==> config.mk <==
export PLATFORM = sky130hd
export DESIGN_NAME = base64_strict_stream_decoder
export DESIGN_NICKNAME = d
export VERILOG_FILES = /design/src/rtl/b64sd_pkg.sv /design/src/rtl/base64_strict_stream_decoder.sv /design/src/rtl/b64sd_core.sv /design/src/rtl/b64sd_outq.sv
export SDC_FILE = /design/constraint.sdc
export NUM_CORES = 1
export LEC_CHECK = 0
export ABC_AREA = 1
export BUFFER_PORTS_ARGS = -buffer_cell sky130_fd_sc_hd__clkbuf_2
export CORE_AREA = 3 3 157 159
export DETAILED_ROUTE_END_ITERATION = 7
export DIE_AREA = 0 0 160 162
export SLEW_MARGIN = 0
export SYNTH_ARGS = -nofsm -noshare
export SYNTH_HDL_FRONTEND = slang
export SYNTH_SLANG_ARGS = --single-unit
==> constraint.sdc <==
create_clock -name clk -period 9.5 [get_ports clk]
set_clock_uncertainty 0.15 [all_clocks]
set_input_delay 0.475 -clock clk [delete_from_list [all_inputs] [get_ports clk]]
set_output_delay 0.475 -clock clk [all_outputs]
set_load 0.05 [all_outputs]
==> src/rtl/b64sd_pkg.sv <==
// Shared types, codes and helper functions for the strict base64 stream decoder.
// No dependencies; every other file refers to this package by scoped names.
package b64sd_pkg;

  // Status codes, as they appear on the status word of a text.
  typedef enum logic [1:0] {
    ST_OK       = 2'd0,
    ST_BAD_CHAR = 2'd1,
    ST_BAD_LEN  = 2'd2,
    ST_NONCANON = 2'd3
  } status_t;

  localparam logic KIND_DATA   = 1'b0;
  localparam logic KIND_STATUS = 1'b1;

  localparam logic [7:0] CHAR_PAD = 8'h3D;  // '='

  localparam int MAX_RESULTS = 4;
  localparam int COUNT_W     = $clog2(MAX_RESULTS + 1);

  // One output word.
  typedef struct packed {
    logic       kind;
    logic [7:0] data_byte;
    status_t    status;
    logic       end_mark;
  } result_t;

  // Results produced by one input word, handed to the output queue.
  typedef struct packed {
    logic [COUNT_W-1:0]            count;
    result_t [MAX_RESULTS-1:0]     item;
  } batch_t;

  // Character to sextet lookup; bit 6 is set when the character is in the alphabet.
  function automatic logic [6:0] sextet_of(input logic [7:0] c, input logic url);
    logic [6:0] r;
    r = 7'd0;
    if (c >= 8'h41 && c <= 8'h5A) begin
      r = {1'b1, 6'(c - 8'h41)};
    end else if (c >= 8'h61 && c <= 8'h7A) begin
      r = {1'b1, 6'(c - 8'h61 + 8'd26)};
    end else if (c >= 8'h30 && c <= 8'h39) begin
      r = {1'b1, 6'(c - 8'h30 + 8'd52)};
    end else if (url && c == 8'h2D) begin
      r = {1'b1, 6'd62};
    end else if (url && c == 8'h5F) begin
      r = {1'b1, 6'd63};
    end else if (!url && c == 8'h2B) begin
      r = {1'b1, 6'd62};
    end else if (!url && c == 8'h2F) begin
      r = {1'b1, 6'd63};
    end
    return r;
  endfunction

  // Priority of an error: bad length over invalid character over non-canonical bits.
  function automatic logic [1:0] rank_of(input status_t s);
    logic [1:0] r;
    unique case (s)
      ST_BAD_LEN:  r = 2'd3;
      ST_BAD_CHAR: r = 2'd2;
      ST_NONCANON: r = 2'd1;
      default:     r = 2'd0;
    endcase
    return r;
  endfunction

  // Sticky error update: the new code wins only when it ranks higher.
  function automatic status_t raise_err(input status_t cur, input status_t code);
    return (rank_of(code) > rank_of(cur)) ? code : cur;
  endfunction

endpackage

==> src/rtl/base64_strict_stream_decoder.sv <==
// Top level of the strict base64 stream decoder: configuration register and wiring.
// Depends on b64sd_pkg, b64sd_core and b64sd_outq.

// Strict base64 (RFC 4648) decoder, one character word in per cycle. Each input word is a
// raw character byte with tlast marking the final character of a text. The url_mode
// register selects the standard alphabet with required padding (0) or the URL-safe alphabet
// without padding (1); write it only between texts. Output words carry either a decoded
// byte (tuser 0) or, after the last character, one status word (tuser 1, tlast 1) whose
// status field is 0 ok, 1 invalid character, 2 bad length or padding, 3 non-canonical pad
// bits. Bytes of a group are sent as the group completes and stop at the first error, so a
// consumer keeps the bytes of a text only when its status is ok. An accepted character is
// registered, and its results queued, before the first output word. A character is accepted
// every cycle; a completed group or the last character loads up to four result words into
// the output queue at once, and that queue drains one word per cycle, so a character that
// yields results waits until the queue is empty or about to empty. In a steady stream the
// three bytes of a group drain while the next three characters are taken, which keeps the
// input at one character per cycle as long as the output side takes a word every cycle.
module base64_strict_stream_decoder (
  input  logic        clk,
  input  logic        rst,
  // Configuration.
  input  logic        cfg_we,
  input  logic        cfg_wdata,      // url_mode
  // Character input.
  input  logic        s_axis_tvalid,
  output logic        s_axis_tready,
  input  logic [7:0]  s_axis_tdata,   // [7:0] char_code
  input  logic        s_axis_tlast,   // is_last
  // Result output.
  output logic        m_axis_tvalid,
  input  logic        m_axis_tready,
  output logic [15:0] m_axis_tdata,   // [7:0] data_byte, [9:8] status, [15:10] zero
  output logic        m_axis_tuser,   // kind
  output logic        m_axis_tlast    // end_mark
);

  logic               url_mode;
  logic               q_free;
  logic               push;
  b64sd_pkg::batch_t  batch;
  b64sd_pkg::result_t out_item;

  // Mode register; the decode logic samples it as each character is consumed.
  always_ff @(posedge clk) begin
    if (rst) begin
      url_mode <= 1'b0;
    end else if (cfg_we) begin
      url_mode <= cfg_wdata;
    end
  end

  b64sd_core u_core (
    .clk      (clk),
    .rst      (rst),
    .url_mode (url_mode),
    .in_valid (s_axis_tvalid),
    .in_ready (s_axis_tready),
    .in_char  (s_axis_tdata),
    .in_last  (s_axis_tlast),
    .q_free   (q_free),
    .push     (push),
    .batch    (batch)
  );

  b64sd_outq u_outq (
    .clk       (clk),
    .rst       (rst),
    .push      (push),
    .batch     (batch),
    .q_free    (q_free),
    .out_valid (m_axis_tvalid),
    .out_ready (m_axis_tready),
    .out_item  (out_item)
  );

  assign m_axis_tdata = {6'd0, out_item.status, out_item.data_byte};
  assign m_axis_tuser = out_item.kind;
  assign m_axis_tlast = out_item.end_mark;

endmodule

==> src/rtl/b64sd_core.sv <==
// Input register, per-text decode state and the decode logic of one character.
// Depends on b64sd_pkg; hands its results to b64sd_outq as a batch_t.
module b64sd_core (
  input  logic                clk,
  input  logic                rst,
  input  logic                url_mode,
  input  logic                in_valid,
  output logic                in_ready,
  input  logic [7:0]          in_char,
  input  logic                in_last,
  input  logic                q_free,
  output logic                push,
  output b64sd_pkg::batch_t   batch
);

  logic        hold_valid;
  logic [7:0]  hold_char;
  logic        hold_last;

  logic [1:0]          group_position;
  logic [17:0]         sextet_accumulator;
  logic                pad_seen;
  b64sd_pkg::status_t  error_code;
  logic                group_after_pad;

  logic [1:0]          group_position_next;
  logic [17:0]         sextet_accumulator_next;
  logic                pad_seen_next;
  b64sd_pkg::status_t  error_code_next;
  logic                group_after_pad_next;

  logic consume;

  always_comb begin
    logic [6:0]                    sx;
    logic [5:0]                    v;
    logic                          is_pad;
    logic [23:0]                   val;
    logic [1:0]                    nbytes;
    logic                          padded;
    b64sd_pkg::status_t            e;
    logic [b64sd_pkg::COUNT_W-1:0] n;
    b64sd_pkg::result_t            r;

    e      = error_code;
    n      = '0;
    r      = '0;
    is_pad = (hold_char == b64sd_pkg::CHAR_PAD);
    sx     = b64sd_pkg::sextet_of(hold_char, url_mode);
    v      = 6'd0;
    val    = 24'd0;
    nbytes = 2'd3;
    padded = 1'b0;
    batch  = '0;

    group_position_next     = group_position;
    sextet_accumulator_next = sextet_accumulator;
    pad_seen_next           = pad_seen;
    group_after_pad_next    = group_after_pad;

    if (url_mode) begin
      if (is_pad) begin
        e = b64sd_pkg::raise_err(e, b64sd_pkg::ST_BAD_LEN);
      end else if (!sx[6]) begin
        e = b64sd_pkg::raise_err(e, b64sd_pkg::ST_BAD_CHAR);
      end else begin
        v = sx[5:0];
      end
    end else begin
      if (group_after_pad) e = b64sd_pkg::raise_err(e, b64sd_pkg::ST_BAD_CHAR);
      if (is_pad) begin
        // Padding may only stand in the last two places of a group.
        if (group_position < 2'd2) e = b64sd_pkg::raise_err(e, b64sd_pkg::ST_BAD_CHAR);
      end else begin
        if (!sx[6]) begin
          e = b64sd_pkg::raise_err(e, b64sd_pkg::ST_BAD_CHAR);
        end else begin
          v = sx[5:0];
        end
        // A data character after a pad in the third place is misplaced.
        if (group_position == 2'd3 && pad_seen) begin
          e = b64sd_pkg::raise_err(e, b64sd_pkg::ST_BAD_CHAR);
        end
      end
    end

    if (group_position == 2'd3) begin
      val = {sextet_accumulator, v};
      if (!url_mode) begin
        if (is_pad) begin
          padded = 1'b1;
          if (pad_seen) begin
            nbytes = 2'd1;
            if (sextet_accumulator[9:6] != 4'd0) begin
              e = b64sd_pkg::raise_err(e, b64sd_pkg::ST_NONCANON);
            end
          end else begin
            nbytes = 2'd2;
            if (sextet_accumulator[1:0] != 2'd0) begin
              e = b64sd_pkg::raise_err(e, b64sd_pkg::ST_NONCANON);
            end
          end
        end else if (pad_seen) begin
          padded = 1'b1;
        end
      end
      if (e == b64sd_pkg::ST_OK) begin
        r = '{kind: b64sd_pkg::KIND_DATA, data_byte: val[23:16],
              status: b64sd_pkg::ST_OK, end_mark: 1'b0};
        batch.item[n[1:0]] = r;
        n = n + 1'b1;
        if (nbytes >= 2'd2) begin
          r.data_byte = val[15:8];
          batch.item[n[1:0]] = r;
          n = n + 1'b1;
        end
        if (nbytes == 2'd3) begin
          r.data_byte = val[7:0];
          batch.item[n[1:0]] = r;
          n = n + 1'b1;
        end
      end
      if (padded) group_after_pad_next = 1'b1;
      sextet_accumulator_next = 18'd0;
      pad_seen_next           = 1'b0;
      group_position_next     = 2'd0;
    end else begin
      if (!url_mode && is_pad && group_position == 2'd2) pad_seen_next = 1'b1;
      sextet_accumulator_next = {sextet_accumulator[11:0], v};
      group_position_next     = group_position + 2'd1;
    end

    if (hold_last) begin
      if (!url_mode) begin
        if (group_position_next != 2'd0) e = b64sd_pkg::raise_err(e, b64sd_pkg::ST_BAD_LEN);
      end else if (group_position_next == 2'd1) begin
        e = b64sd_pkg::raise_err(e, b64sd_pkg::ST_BAD_LEN);
      end else if (group_position_next == 2'd2) begin
        // Two-character tail: one byte, low four bits must be zero.
        if (sextet_accumulator_next[3:0] != 4'd0) begin
          e = b64sd_pkg::raise_err(e, b64sd_pkg::ST_NONCANON);
        end
        if (e == b64sd_pkg::ST_OK) begin
          r = '{kind: b64sd_pkg::KIND_DATA, data_byte: sextet_accumulator_next[11:4],
                status: b64sd_pkg::ST_OK, end_mark: 1'b0};
          batch.item[n[1:0]] = r;
          n = n + 1'b1;
        end
      end else if (group_position_next == 2'd3) begin
        // Three-character tail: two bytes, low two bits must be zero.
        if (sextet_accumulator_next[1:0] != 2'd0) begin
          e = b64sd_pkg::raise_err(e, b64sd_pkg::ST_NONCANON);
        end
        if (e == b64sd_pkg::ST_OK) begin
          r = '{kind: b64sd_pkg::KIND_DATA, data_byte: sextet_accumulator_next[17:10],
                status: b64sd_pkg::ST_OK, end_mark: 1'b0};
          batch.item[n[1:0]] = r;
          n = n + 1'b1;
          r.data_byte = sextet_accumulator_next[9:2];
          batch.item[n[1:0]] = r;
          n = n + 1'b1;
        end
      end
      r = '{kind: b64sd_pkg::KIND_STATUS, data_byte: 8'd0, status: e, end_mark: 1'b1};
      batch.item[n[1:0]] = r;
      n = n + 1'b1;
      group_position_next     = 2'd0;
      sextet_accumulator_next = 18'd0;
      pad_seen_next           = 1'b0;
      group_after_pad_next    = 1'b0;
      e                       = b64sd_pkg::ST_OK;
    end

    error_code_next = e;
    batch.count     = n;
  end

  // A word that yields no result never waits for the output queue.
  assign consume  = hold_valid && (batch.count == '0 || q_free);
  assign push     = consume && (batch.count != '0);
  assign in_ready = !hold_valid || consume;

  always_ff @(posedge clk) begin
    if (rst) begin
      hold_valid         <= 1'b0;
      group_position     <= 2'd0;
      sextet_accumulator <= 18'd0;
      pad_seen           <= 1'b0;
      error_code         <= b64sd_pkg::ST_OK;
      group_after_pad    <= 1'b0;
    end else begin
      if (in_valid && in_ready) begin
        hold_valid <= 1'b1;
      end else if (consume) begin
        hold_valid <= 1'b0;
      end
      if (consume) begin
        group_position     <= group_position_next;
        sextet_accumulator <= sextet_accumulator_next;
        pad_seen           <= pad_seen_next;
        error_code         <= error_code_next;
        group_after_pad    <= group_after_pad_next;
      end
    end
  end

  always_ff @(posedge clk) begin
    if (in_valid && in_ready) begin
      hold_char <= in_char;
      hold_last <= in_last;
    end
  end

  // A last character always ends its text with a clean state.
  a_last_clears: assert property (@(posedge clk) disable iff (rst)
    consume && hold_last |=> group_position == 2'd0 && error_code == b64sd_pkg::ST_OK
      && !group_after_pad)
    else $error("text state not cleared after last character");

  // The status result appears exactly when a last character is consumed.
  a_status_on_last: assert property (@(posedge clk) disable iff (rst)
    consume && hold_last |-> batch.item[batch.count[1:0] - 2'd1].end_mark)
    else $error("last character did not produce a status result");

endmodule

==> src/rtl/b64sd_outq.sv <==
// Output queue: holds the results of one decoded character; hands one out per ready cycle.
// Depends on b64sd_pkg for result_t and batch_t.
module b64sd_outq (
  input  logic               clk,
  input  logic               rst,
  input  logic               push,
  input  b64sd_pkg::batch_t  batch,
  output logic               q_free,
  output logic               out_valid,
  input  logic               out_ready,
  output b64sd_pkg::result_t out_item
);

  b64sd_pkg::result_t [b64sd_pkg::MAX_RESULTS-1:0] slot;
  logic [b64sd_pkg::COUNT_W-1:0]                   cnt;
  logic                                            fire;

  assign out_valid = (cnt != '0);
  assign fire      = out_valid && out_ready;
  assign out_item  = slot[0];
  // The queue takes a new batch when empty or when its last word leaves this cycle.
  assign q_free    = (cnt == '0) || (cnt == b64sd_pkg::COUNT_W'(1) && out_ready);

  always_ff @(posedge clk) begin
    if (rst) begin
      cnt <= '0;
    end else if (push) begin
      cnt <= batch.count;
    end else if (fire) begin
      cnt <= cnt - 1'b1;
    end
  end

  always_ff @(posedge clk) begin
    if (push) begin
      slot <= batch.item;
    end else if (fire) begin
      for (int i = 0; i < b64sd_pkg::MAX_RESULTS - 1; i++) begin
        slot[i] <= slot[i+1];
      end
    end
  end

  a_no_overwrite: assert property (@(posedge clk) disable iff (rst)
    push |-> cnt == '0 || (cnt == b64sd_pkg::COUNT_W'(1) && fire))
    else $error("batch pushed over results not yet taken");

  a_status_kind: assert property (@(posedge clk) disable iff (rst)
    out_valid && out_item.end_mark |-> out_item.kind == b64sd_pkg::KIND_STATUS
      && out_item.data_byte == 8'd0)
    else $error("end mark on a data result");

endmodule

==> metrics list, run 1 <==
* Number of DRC violations after detailed routing: 0
* Area growth from synthesis to layout: 9.57%
- Capturing instance or port of the critical path: u_outq.out_item[8]
- Derived from the worst setup path, the maximum achievable clock frequency is 153 MHz.
* Outcome: completed
* Startpoint of the worst register-to-register path: u_core.hold_char[2]
- The worst setup path is launched from a flip-flop.
- In the final layout, the share of cells above drive strength 1 is 11.5%.
- In this design, the critical path's most frequently occurring cell is inv_1.
- The worst setup path is of the reg2reg kind.
- The worst setup path is captured at a flip-flop.
- Area taken by flip-flops and latches: 0.00217 mm^2
* Clock network latency to the later pin of the worst-skew pair: 360 ps
- Sequential cells were found to cover 33.3% of the synthesized design area.
- Final wirelength: 21800 um
- Starting Density: 27.9%
* Post-CTS sizing: 0
* Standard-cell rows: between 50 and 60
* Layout net count: 953
- The floorplan step defined a die boundary enclosing 0.0259 mm^2.
* Remaining antenna violation count: 0
- Pwr per Cell Area: 227 mW/mm^2
- After routing the design area is 0.00715 mm^2.
- Hold-fix buffers, CTS: 0
* Global routing usage summed across all routing layers: 16.8%
- Worst Reg-to-Reg Cells: 25
- Maximum fanout along the worst path: 41
- Sum of net half-perimeters after detailed placement: 16400 um
* Count of fill cells added during filler insertion: 2569
- Final hold analysis gives a worst-case slack of 137 ps.
- Highest ir drop seen on vdd: 130 uV
* DRC marker count from the first detailed-route iteration: 592
* #FFs+latches synth: slightly above 80
* Reg clk slew, reported paths: approximately 70 ps
* Die extent in x: between 150 and 200 um
* Hold Fails Final Rpt: 0
- Cell at the slowest stage of the critical path: edfxtp_1
- In this run the count of I/O pins placed on the die edge is 35.
- Of the post-synthesis cell area, the dominant cell type holds 24.4%.
- The worst register-to-register path ends at u_outq.out_item[8].
* Post-Syn Area: 0.00652 mm^2
- Global placer's final weighted congestion: 0.990
- The synthesized design contains 53 enable-type register cells.
* Post-synth top flop: edfxtp_1
- Setup repair bufs after CTS: 0
- The initial antenna violation count is 0.
* Vias: 6331
* Leak pwr: 3.00 nW
- Post-synth ARST share: 0%
- Global-route wire length before repair: 34300 um
- Summing all multi-input logic gate instances after layout gives 0.00365 mm^2.
* Total setup violations reported at the end of the flow: 0
* Via count of the first global-routing pass: 6105
- Summed over all layers, the global routing overflow is 0.
* Setup repair after global routing missed its margin: no
* Number of buffers added by the clock tree synthesis step: 9
- Total count of max-transition violations in the final report: 0
* Buffer cell driving the clock tree root: clkbuf_16
- The number of placed instances, taps included, is 1220.
- Headroom to the max-slew limit came out at 40.8%.
- Arrival time reported for the critical path endpoint: 6510 ps
* Top area cells in the synthesized netlist: edfxtp_1, nand2_1, dfxtp_1, nor2_1, inv_1
- Clock sinks: 82
- Post-place instance area: 0.00681 mm^2
* Total number of H-tree levels: 3
- The synthesized netlist contains 54 unique library cells.
* Buffers added on ports: 28
- Measured on the finished design, the core utilization comes to between 30% and 40%.
* Highest cell delay on the worst timing path: around 570 ps
* Final antenna diode count: 0
- In this run the mean area of a mapped cell was 7.16 um^2.
- TritonCTS built the clock tree.
- Synthesized netlist cell count: around 910
- Subtracting the final worst setup slack from the clock period gives 6550 ps.
* WP depth: 25
* R2r setup slk: 2950 ps
- The critical path starts at u_core.hold_char[2].
- Worst Tran Pin Value: 885 ps
- Worst min-delay path category: in2reg
- Yosys printed 0 warnings.
- Clock Path Buffers: 2
- Measured along the y axis, the die boundary spans 162 um.
- The number of buffers and inverters on the critical path is 7.
- TNS Setup: 0 ps
- Core box area: 0.0234 mm^2
- Largest net degree at the start of global routing: 42
- Max-cap violations in this run came to 0.
* Dominant cell type by area after synthesis: edfxtp_1
- On the critical path the largest part of the delay comes from simple AND/OR/NAND/NOR gates.
- For this run, the detailed router's first-pass iteration total came to 8.
* Post-detailed-route wirelength per cell: between 15 and 20 um
- The worst path uses approximately 69% of the clock period.
* Final instance count without filler cells: 1235
* Req. time, crit path: 9460 ps
* Post-DR vias/cell: 5.13
worst min path at each step:
stage,start,endpoint,slack [ps],cells after the start
after global placement,u_core.group_position[0],u_core.group_position[0],340,2
after global routing,s_axis_tdata[0],u_core.hold_char[0],130,1
after detailed placement,u_core.group_position[0],u_core.group_position[0],350,2
after floorplan,u_core.group_after_pad,u_core.group_after_pad,300,2
final,s_axis_tdata[4],u_core.hold_char[4],140,1
after CTS,s_axis_tdata[0],u_core.hold_char[0],130,1
metrics by stage:
stage	power, mW	worst slack (ps)
detailed placement	1.21	3080
finish	1.62	2950
CTS	1.63	3040
global placement	1.21	3200
global route	1.72	2360
floorplan	1.08	4420
cells in the final DEF, fill, tap and decap left out, types with 8 or more instances in the layout:
master,netlist,final
o22ai_1,17,17
dfxtp_1,29,29
nand4_1,26,26
inv_1,95,95
clkbuf_2,0,28
nand2_2,10,10
o21ai_0,55,55
inv_2,8,8
nand3_1,60,60
o21ai_1,20,20
o211ai_1,12,12
ha_1,26,26
nand2_1,223,223
nor2_1,109,109
edfxtp_1,53,53
a21oi_1,34,34
clkbuf_16,0,9
area by class of cell:
class | count | area share (%)
Timing Repair Buffer | 33 | 2.49
Clock inverter | 6 | 1.61
Clock buffer | 9 | 3.15
Tap cell | 319 | 5.59
Sequential cell | 82 | 30.4
Inverter | 107 | 5.66
Multi-Input combinational cell | 679 | 51.1
power breakdown:
part | internal, mW | switching (mW)
Sequential | 0.513 | 0.0469
Clock | 0.257 | 0.152
Combinational | 0.158 | 0.495
Total | 0.928 | 0.693
cells in the mapped netlist (3+ instances only):
cell / number
xor2_1: 7
nor2_4: 5
a31oi_1: 3
clkbuf_1: 12
nand4_1: 26
o22ai_1: 17
nor2_2: 5
nand3_1: 60
buf_6: 5
buf_4: 22
nand3b_1: 4
inv_2: 8
nand2_1: 223
nand3_2: 6
inv_1: 95
nand2_2: 10
nor2_1: 109
nor3_1: 5
a21oi_4: 4
a32oi_1: 4
o21ai_1: 20
edfxtp_1: 53
o32ai_1: 5
o211ai_1: 12
ha_1: 26
nand2_4: 6
clkinv_1: 3
a21oi_1: 34
o21ai_0: 55
buf_2: 9
dfxtp_1: 29
flip-flops by register name, indices dropped and copies added, names as in the netlist:
signal,flops
url_mode,1
u_outq.cnt,3
u_outq.slot,33
u_core.group_after_pad,1
u_core.sextet_accumulator,18
u_core.hold_char,8
u_core.group_position,2
u_outq.out_item,11
u_core.hold_last,1
u_core.pad_seen,1
u_core.error_code,2
u_core.hold_valid,1
metal layers:
| metal | vias up | GRT usage [%] | routed length (um) |
|---|---|---|---|
| met5 | - | 0 | 0 |
| met1 | 2906 | 22.2 | 9520 |
| li1 | 3039 | - | - |
| met4 | 0 | 7.61 | 1050 |
| met2 | 305 | 26.3 | 9480 |
| met3 | 81 | 3.88 | 1700 |
logic make-up (layout without fill, tap and decap cells):
logic type	count (synthesis)	in the layout	synth area share (%)
adder cells (fa/ha/maj)	26	26	4.99
AND/OR/NAND/NOR	466	466	32.8
AO/OA/AOI/OAI	173	173	16.7
buffers and inverters	155	155	11.0
flip-flops	82	82	33.3
XOR/XNOR	8	8	1.07
other	1	6	0.0575
No activity file was read; power rests on OpenSTA's default activity.
==> run 2, diff against run 1 <==
Clock period 9.5 ns to 6.41 ns, I/O delays scaled along.
==> metrics list, run 2 (same netlist as run 1, synthesis figures left out) <==
- Traced cell by cell, the critical path runs through ha_1, nand4_2, nor2_2, inv_1, a211oi_2, a21oi_4, nand3_2, nand2_2, nor2_8, inv_2, nor2_4, inv_1, ha_2, inv_1, a31oi_1, and2_1, ha_1, nand2_1, nand2_1, nor2_4, nand2_4, nand3_1, clkbuf_2.
- For the finished layout, the period the worst path requires is 5950 ps.
* Highest cell delay on the worst timing path: 550 ps (was 570 ps)
- The post-detailed-route via-to-cell ratio came to 5.10 (was 5.13).
- Post-place instance area: 0.00684 mm^2 (was 0.00681 mm^2)
- Sum of net half-perimeters after detailed placement: 16600 um (was 16400 um)
- The total of endpoints with negative setup slack in the final report is 0 (unchanged).
* Worst min-delay path category: in2reg (unchanged)
* Global routing usage summed across all routing layers: 17.0% (was 16.8%)
* R2r setup slk: 570 ps (was 2950 ps)
- The die height came to 162 um (unchanged).
* Reg clk slew, reported paths: 70 ps (about the same)
* Global placer's final weighted congestion: 1.05 (was 0.990)
- The pin slew with the least headroom to its limit was 818 ps (was 885 ps).
* Layout net count: 967 (was 953)
- CTS tree: yes (unchanged)
- The quantity of I/O buffers inserted on ports is 28 (unchanged).
* Buffer cell driving the clock tree root: clkbuf_16 (unchanged)
* Highest ir drop seen on vdd: 155 uV (was 130 uV)
* Critical Path Most Common Cell: inv_1 (unchanged)
- Area growth from synthesis to layout: 10.7% (was 9.57%)
* Startpoint of the worst register-to-register path: u_core.hold_char[2] (unchanged)
* Clock Path Buffers: 2 (unchanged)
- Remaining antenna violation count: 0 (unchanged)
- The maximum number of pins on one net before global-route repair was 39 (was 42).
- The most common cell after layout, fill and taps aside is nand2_1 (unchanged).
- Outcome: completed (unchanged).
- Maximum frequency from static timing analysis: 168 MHz
* Total number of H-tree levels: 3 (unchanged)
- Path type of the worst setup path: reg2out (was reg2reg)
- Worst Hold Launch: rst (was s_axis_tdata[4])
* Global-route wire length before repair: 34000 um (was 34300 um)
* Sequential group share of total power: 35.4% (was 34.5%)
- The switching part of the total was 45.6% (was 42.8%).
* Total count of max-transition violations in the final report: 0 (unchanged)
- Part of the power in the clock network: 21.4% (was 25.2%)
- The setup slack of the critical path after layout came to 460 ps (was 2950 ps).
- The number of clock sinks came to 82 (unchanged).
- Vias: 6375 (was 6331)
- Launching instance or port of the critical path: u_core.hold_char[2] (unchanged)
- The slowest cell on the critical path was edfxtp_1 (unchanged).
- The fill cell total of the finished layout was 2624 (was 2569).
- Via count of the first global-routing pass: 5948 (was 6105)
* Clock network latency to the later pin of the worst-skew pair: 350 ps (was 360 ps)
- The starting density of the core came to 27.9% (unchanged).
- Number of buffers added by the clock tree synthesis step: 9 (unchanged)
- Number of iterations in the first detailed-routing pass: 5 (was 8)
- Standard-cell rows: 56 (unchanged)
- The headroom to the max-slew limit is 45.2% (was 40.8%).
- The leakage power total was 3.03 nW (was 3.00 nW).
- The post-route worst hold slack was 17.7 ps (was 137 ps).
- The number of flip-flops in the largest register came to 33 (unchanged).
- Power after layout: 2.33 mW (was 1.62 mW)
- The DRC marker count from the first detailed-route iteration is 713 (was 592).
- The setup slack after placement is 352 ps (was 3080 ps).
- Share of the clock period used by the worst path after layout: 92.8%
* Proportion of layout cells with a drive suffix above 1: 12.2% (was 11.5%)
* Internal power contribution: 1.27 mW (was 0.928 mW)
* Number of DRC violations after detailed routing: 0 (unchanged)
- Arrival time reported for the critical path endpoint: 5480 ps (was 6510 ps)
- The area of the core region was 0.0234 mm^2 (unchanged).
- The number of hold-slack violations in the final timing report came to 0 (unchanged).
- The endpoint class of the critical path is an output port (was flip-flop).
- TNS Setup: 0 ps (unchanged)
- Final antenna diode count: 0 (unchanged)
- The switching power of the nets is 1.06 mW (was 0.693 mW).
* Sum of overflow across all layers after global routing: 0 (unchanged)
- The die area came to 0.0259 mm^2 (unchanged).
* Commonest cells after routing, fill and taps aside: nand2_1, nor2_1, inv_1 (unchanged)
- The maximum fanout count along the critical path is 13 (was 41).
* Post-detailed-route wirelength per cell: 17.9 um (was 17.6 um)
- The number of max-cap violations was 0 (unchanged).
- The aggregate routed wire length came to 22400 um (was 21800 um).
- Combinational Power Share: 43.2% (was 40.3%)
* Top-Level Pins: 35 (unchanged)
* Antenna violations before repair: 0 (unchanged)
- Total non-filler cell area in the finished layout: 0.00722 mm^2 (was 0.00715 mm^2)
- Req. time, crit path: 5940 ps (was 9460 ps)
* Category of the worst setup path launch point: flip-flop (unchanged)
- Register ranked first by flip-flop count: u_outq.slot (unchanged)
- Setup repair after global routing missed its margin: no (unchanged)
- The chip width is 160 um (unchanged).
* Pwr per Cell Area: 323 mW/mm^2 (was 227 mW/mm^2)
-- run 2: repair_timing --
| action | 4_1_cts | 5_1_grt |
|---|---|---|
| gates resized for setup | 0 | 3 |
| setup buffers | 0 | 0 |
| setup endpoints to repair | 0 | 75 |
| hold buffers | 9 | 0 |
| hold endpoints to repair | 9 | 0 |
-- run 2: critical path: cells and delay by family (launching register included) --
kind / cells / cell delay [ps]
AND/OR/NAND/NOR: 12 / 2080
AO/OA/AOI/OAI: 3 / 470
adder cells (fa/ha/maj): 3 / 1000
flip-flops: 1 / 550
buffers and inverters: 5 / 1020
-- run 2: layout make-up --
class	instances	area, um^2	area share [%]
clock buffer	9	225	3.12
clock inverter	7	52.6	0.728
inverter	107	407	5.63
multi-input combinational	680	3670	50.8
sequential	82	2170	30.1
tap	319	399	5.53
timing repair buffer	46	298	4.12
-- run 2: stage by stage --
step           util (%)  std cells
6_report           30.9       1250
5_1_grt            30.9       1250
4_1_cts            30.8       1249
3_5_place_dp       29.2       1224
3_3_place_gp       29.2       1224
2_1_floorplan         -        916
-- run 2: final timing paths --
path / endpoint / cells after the start
min reg2reg: u_core.group_after_pad / 2
min: url_mode / 2
max reg2reg: u_core.sextet_accumulator[2] / 25
max: s_axis_tready / 23
-- run 2: power by group through the flow --
| stage | combinational (mW) | sequential (mW) | clock [mW] |
|---|---|---|---|
| 3_5_place_dp | 0.986 | 0.837 | 0 |
| 3_3_place_gp | 0.989 | 0.834 | 0 |
| 4_1_cts | 0.996 | 0.826 | 0.507 |
| 5_1_grt | 1.09 | 0.841 | 0.528 |
| 6_report | 1.01 | 0.826 | 0.498 |
| 2_1_floorplan | 0.785 | 0.822 | 0 |
-- run 2: per-layer routing --
layer | track usage [%] | vias to the layer above | wire length (um)
met4 | 7.02 | 0 | 935
met2 | 26.8 | 300 | 10000
met5 | 0 | - | 0
li1 | - | 3068 | -
met1 | 22.3 | 2950 | 9580
met3 | 4.08 | 57 | 1870
